[config.mk]
export PLATFORM = sky130hd
export DESIGN_NAME = aatq_prep
export DESIGN_NICKNAME = d
export VERILOG_FILES = /design/src/rtl/core/aatq_pkg.sv /design/src/rtl/core/aatq_prep.sv
export SDC_FILE = /design/constraint.sdc
export NUM_CORES = 2
export LEC_CHECK = 0
export ABC_AREA = 1
export BUFFER_PORTS_ARGS = -buffer_cell sky130_fd_sc_hd__buf_4
export CAP_MARGIN = 20
export CORE_ASPECT_RATIO = 1.75
export CORE_MARGIN = 2
export CORE_UTILIZATION = 25
export CTS_CLUSTER_DIAMETER = 150
export CTS_CLUSTER_SIZE = 8
export DETAILED_ROUTE_END_ITERATION = 12
export HOLD_SLACK_MARGIN = 0.02
export PLACE_DENSITY_LB_ADDON = 0.2
export SETUP_SLACK_MARGIN = 0.1
export SLEW_MARGIN = 5
export SYNTH_ARGS = -nofsm -noshare
export SYNTH_HDL_FRONTEND = slang
export SYNTH_SLANG_ARGS = --single-unit
[constraint.sdc]
create_clock -name clk -period 8.1 [get_ports clk]
set_input_delay 0.405 -clock clk [delete_from_list [all_inputs] [get_ports clk]]
set_output_delay 0.405 -clock clk [all_outputs]
set_load 0.1 [all_outputs]
[src/rtl/core/aatq_pkg.sv]
// Shared types, constants and helpers for the rotation vector to quaternion pipeline.
`default_nettype none

package aatq_pkg;

  localparam int SQRT_STEPS   = 32;
  localparam int SERIES_TERMS = 10;
  localparam int STEP_STAGES  = 4;
  localparam int SERIES_DEPTH = SERIES_TERMS * STEP_STAGES + 2;
  localparam int QUOT_W       = 16;
  localparam int QUOT_DEPTH   = QUOT_W + 3;

  localparam logic [31:0] ONE_Q30      = 32'd1073741824;
  localparam logic [31:0] PI_Q30       = 32'd3373259426;
  localparam logic [31:0] HALF_PI_Q30  = 32'd1686629713;
  localparam logic [29:0] HALF_LSB_Q30 = 30'h2000_0000;
  localparam logic [15:0] OUT_MAX      = 16'd16384;

  // per-word sideband; fields are filled in as the word moves down the pipe
  typedef struct packed {
    logic               zero;
    logic               neg;
    logic        [31:0] t;
    logic signed [31:0] hr;
    logic        [31:0] u;
    logic signed [15:0] cx;
    logic signed [15:0] cy;
    logic signed [15:0] cz;
  } side_t;

  typedef struct packed {
    logic signed [15:0] z;
    logic signed [15:0] y;
    logic signed [15:0] x;
    logic signed [15:0] w;
  } quat_t;

  // unsigned v * 2^-30, round half up; callers keep the result below 2^32
  function automatic logic [31:0] round_q30(input logic [63:0] v);
    logic [64:0] s;
    s = 65'(v) + 65'(HALF_LSB_Q30);
    return s[61:30];
  endfunction

endpackage

`default_nettype wire

[src/rtl/core/aatq_prep.sv]
// Half-angle range reduction and the squared argument for the series.
`default_nettype none

module aatq_prep (
  input  wire                 clk,
  input  wire                 rst,
  input  wire                 en,
  input  wire                 in_valid,
  input  wire aatq_pkg::side_t in_side,
  output logic                out_valid,
  output aatq_pkg::side_t     out_side
);

  logic [2:0]       v_q;
  aatq_pkg::side_t  side_a_q, side_b_q, side_c_q;
  aatq_pkg::side_t  side_a_next, side_c_next;
  logic [61:0]      sq_b_q;
  logic [32:0]      diff;
  logic             fold;
  logic [31:0]      hr_neg;
  logic [30:0]      hr_mag;

  // past pi/2 the angle folds to pi - h and cos changes sign
  assign diff   = {1'b0, aatq_pkg::PI_Q30} - {1'b0, in_side.t};
  assign fold   = in_side.t > aatq_pkg::HALF_PI_Q30;
  assign hr_neg = 32'd0 - side_a_q.hr;
  assign hr_mag = side_a_q.hr[31] ? hr_neg[30:0] : side_a_q.hr[30:0];

  always_comb begin
    side_a_next     = in_side;
    side_a_next.neg = fold;
    side_a_next.hr  = fold ? diff[31:0] : in_side.t;
    side_c_next     = side_b_q;
    side_c_next.u   = aatq_pkg::round_q30(64'(sq_b_q));
  end

  always_ff @(posedge clk) begin
    if (rst) begin
      v_q <= '0;
    end else if (en) begin
      v_q <= {v_q[1:0], in_valid};
    end
  end

  always_ff @(posedge clk) begin
    if (en) begin
      side_a_q <= side_a_next;
      sq_b_q   <= 62'(hr_mag) * 62'(hr_mag);
      side_b_q <= side_a_q;
      side_c_q <= side_c_next;
    end
  end

  assign out_valid = v_q[2];
  assign out_side  = side_c_q;

endmodule

`default_nettype wire

# == Yosys cells after proc, flatten, opt, wreduce, memory -nomap -nowiden ==
# Index checks and enable logic that the tools add are counted.
# op_classes
addsub,3
multipliers,1
magnitude_cmp,1
mux,2
# op_table
cell,count
"adder 62 x 30 -> 62 bit, second input constant",1
multiplier 31 x 31 -> 62 bit,1
"> comparator 32 x 31 -> 1 bit, second input constant",1
two-way mux 32 bit,1
"subtractor 32 bit, first input constant",1
two-way mux 31 bit,1
"subtractor 1 x 31 -> 31 bit, first input constant",1
# word_totals
ff_bits,439
output_inout_bits,147
elab_cells,31

# == Depth between registers and ports, before layout ==
# logic_depth
depth_word,3
mapped_depth,44
ltp_nobuf,41

# == Worst setup path after synthesis ==
# OpenSTA, ideal clock, no wires.
# synth_path
path_kind,register to register
startpoint,"register, netlist name side_a_q[112]"
endpoint,register sq_b_q[44] (data pin)
setup_ns,0.260
arrival_time_ns,8.011
required_ns,7.840
setup_slack_ns,-0.171
stages_incl_launch_ff,36
n_path_buf,3
path_cell_list,edfxtp_1 -> inv_1 -> clkbuf_1 -> clkbuf_1 -> ha_1 -> nand3_2 -> nor2_1 -> nand3_1 -> xor2_1 -> nand2_1 -> nand2_1 -> clkbuf_1 -> nor2_1 -> inv_1 -> fa_1 -> inv_1 -> fa_1 -> inv_1 -> fa_1 -> inv_1 -> fa_1 -> inv_1 -> fa_1 -> inv_1 -> fa_1 -> fa_1 -> inv_1 -> fa_1 -> inv_1 -> ha_1 -> a21oi_1 -> o21a_1 -> a21oi_1 -> or2_2 -> nand3b_1 -> xor2_1
# synth_rtl
item,line,rtl
to (signal assigned),aatq_prep.sv:48,sq_b_q <= 62'(hr_mag) * 62'(hr_mag);
to (decl),aatq_prep.sv:17,logic [61:0] sq_b_q;

# == Worst setup path in the final report ==
# layout_path
startpoint,register side_a_q[81] (netlist bit)
endpoint,register sq_b_q[40] (data pin)
# layout_between
elab_chain_cells,3
# layout_rtl
item,line,rtl
from (decl),aatq_prep.sv:15,"aatq_pkg::side_t side_a_q, side_b_q, side_c_q;"
from (signal assigned),aatq_prep.sv:47,side_a_q <= side_a_next;
subtractor 1 x 31 -> 31 bit,aatq_prep.sv:26,assign hr_neg = 32'd0 - side_a_q.hr;
two-way mux 31 bit (*),aatq_prep.sv:27,assign hr_mag = side_a_q.hr[31] ? hr_neg[30:0] : side_a_q.hr[30:0];
multiplier 31 x 31 -> 62 bit (*),aatq_prep.sv:48,
# Every way passes the cells marked *; elsewhere a longest branch is shown, timed or not.
# A chain may end at the register's enable or synchronous reset.

==> results.md <==
* Status: finished, final reports clean
* Area of the mapped netlist at 43080 sq um
* Crit path DAT at 8.37 ns
* Max-slew headroom at 0.3369
* Hold Path Class: in -> reg
* CP max FO at 6
* Antenna Nets Post-Route at 0
* Final Hold Viols at 0
* Worst Max-Slew Pin Slew at 0.9855 ns
* Busiest grt layer: met2
* Main synth FF type: edfxtp_1
* Synthesized netlist net count at 5556
* Slowest cell on crit path: fa_1
* Sequential-to-total area share from yosys stat at 0.2830
* Largest net degree at the start of global routing at 174
* PortBufs at 231
* First-pass GRT wire length at 216.4 mm
* Yosys cell types at 50
* Reg2Reg Setup Slack at 0.14 ns
* Overall routed net length at 144.4 mm
* Fmax at 125.6 MHz
* Io pins at 297
* Met3 usage at 0.02060
* Final setup vio count at 0
* Most frequent cells in the layout: 1098 x inv_1, 761 x buf_4, 696 x fa_1
* RSZ-0062 raised after global routing: true
* Vias after detailed routing at 31900
* Initial Util at 0.2515
* Clock Tree Buf Depth at 3
* Minimum clock period at 7.959 ns
* Layout cells sized above 1 at 0.2813
* Setup TNS at 0 ns
* Initial DRC Count at 1380
* Critical Path Max Stage Delay at 0.57 ns
* Area Overhead vs Synth at 33.25%
* GRT met2 Usage at 0.3360
* Crit start category: flip-flop
* Floorplan row count at 201
* CP Depth at 36
* Synthesis Warnings at 0
* Inserted Diodes at 0
* Layout net count at 6466
* Die W at 317.8 um
* Initial antenna violation count at 0
* CP top delay family: adder cells
* Die area at 175800 sq um
* R2R depth at 36
* Final period utilization at 0.9826
* Clock Latency Late Sink at 0.68 ns
* Crit. End Element: flip-flop
* DRC viols at 0
* Clk sink count at 407
* RD Place Congestion at 0.8999
* Core area at 171300 sq um
* Post-Route Skew at 0.04047 ns
* Max-slew violations at 0
* Mean Syn Cell Area at 9.793 sq um
* GRT overflow at 0
* Final-layout fill cell count at 17580
* Kind of critical path: reg -> reg
* Mapped Cells at 4399
* CTS tree: done
* CP bufs+invs at 12
* Asr flop ratio synth at 0
* Register bit total from synthesis at 407
* Worst Hold Depth at 1
* Drt pass-1 iters at 5
* WL/cell at 19.12 um
* Total GRT Usage at 0.1654
* Routed vias/inst at 4.223
* Met1 Use GR at 0.1614
* Vias in the first global route at 36160
* Clock-pin transition on the worst setup and hold timing paths at 0.06 ns
* Final core occ at 0.3352
* Worst path most repeated cell: fa_1
* CTS Buf Count at 57
* EDFF count, synth at 404
* Die H at 553.1 um
* MaxCap Viol Count at 0
* Commonest non-fill, non-tap cell in the layout: inv_1
* Depth of the CTS H-tree at 2
* Req. time, crit path at 8.51 ns
* Clock root buffer: clkbuf_16
* Post-DP HPWL at 121.9 mm
==> Yosys cell counts, drive strengths merged, types with 2 or more instances <==
| master | n | share of area |
|---|---|---|
| a211oi | 2 | 0.00035 |
| a21boi | 4 | 0.00070 |
| a21o | 11 | 0.0019 |
| a21oi | 104 | 0.012 |
| a31oi | 7 | 0.0010 |
| and3 | 3 | 0.00044 |
| buf | 59 | 0.0079 |
| clkbuf | 21 | 0.0018 |
| clkinv | 2 | 0.00017 |
| dfxtp | 3 | 0.0014 |
| edfxtp | 404 | 0.28 |
| fa | 744 | 0.35 |
| ha | 263 | 0.076 |
| inv | 1206 | 0.11 |
| nand2 | 656 | 0.058 |
| nand3 | 103 | 0.012 |
| nand3b | 9 | 0.0016 |
| nand4 | 22 | 0.0032 |
| nor2 | 528 | 0.050 |
| nor3 | 32 | 0.0038 |
| nor4 | 10 | 0.0016 |
| o211ai | 3 | 0.00052 |
| o21a | 8 | 0.0014 |
| o21ai | 89 | 0.010 |
| o21bai | 16 | 0.0028 |
| o22ai | 2 | 0.00029 |
| or2 | 4 | 0.00058 |
| xnor2 | 20 | 0.0041 |
| xor2 | 59 | 0.012 |
==> kinds of logic after synthesis <==
group                      share of synthesized area
buffers and inverters                         0.1150
DFF                                           0.2830
adders and majority gates                     0.4221
AOI/OAI and AO/OA                            0.03177
xor gates and xnor gates                     0.01641
and+or+nand+nor                               0.1316
other                                     0.00008705
==> cell type report <==
class | instances | area [sq um] | share of cell area
multi-input cells | 2704 | 28240 | 0.4919
inverters | 1208 | 4574 | 0.07969
well taps | 2233 | 2794 | 0.04867
clock buffers | 66 | 1460 | 0.02544
clock inverters | 5 | 118.9 | 0.002071
repair buffers | 931 | 8025 | 0.1398
flip-flops and latches | 407 | 12190 | 0.2124
==> routing by layer <==
metal / part of all wire / routed length, um
met1: 0.34 / 49190
met2: 0.57 / 82090
met3: 0.034 / 4914
met4: 0.057 / 8210
met5: 0 / 0
==> timing repair <==
action,4_1_cts,5_1_grt
endpoints found under the setup margin,33,33
hold buffers,83,0
buffers inserted,22,47
pin swaps,84,164
endpoints found under the hold margin,84,0
resized for setup,252,434
==> metrics by stage <==
step	setup slack, ns	cell area, sq um	std cells	hold slack, ns
2_1_floorplan	0.1099	43090	4399	0.4003
3_3_place_gp	-0.4390	51860	7331	0.4005
3_5_place_dp	-0.4910	51860	7331	0.4045
4_1_cts	0.02456	55390	7507	0.2235
5_1_grt	-0.1542	57400	7554	0.2486
6_report	0.1409	57400	7554	0.2247
==> flip-flops by register name, indices dropped and copies added (netlist names) <==
| register | cells |
|---|---|
| v_q | 3 |
| side_b_q | 113 |
| out_side | 145 |
| side_a_q | 113 |
| sq_b_q | 33 |
==> worst register-to-register path: cells and delay by family, from the launching register on <==
family	cells	cell delay, ns
AO/OA/AOI/OAI	1	0.22
adder cells (fa/ha/maj)	9	4.41
buffers and inverters	12	1.12
flip-flops	1	0.40
AND/OR/NAND/NOR	14	1.54
==> final timing paths <==
path                                 endpoint           from
worst max-delay path               sq_b_q[40]   side_a_q[81]
worst min-delay path             out_side[14]             en
worst max register to register     sq_b_q[40]   side_a_q[81]
worst min register to register  out_side[108]  side_b_q[108]
Power is left out: the tool's default activity adds up to more than one toggle a clock period on the data nets, which glitch-free logic cannot reach.
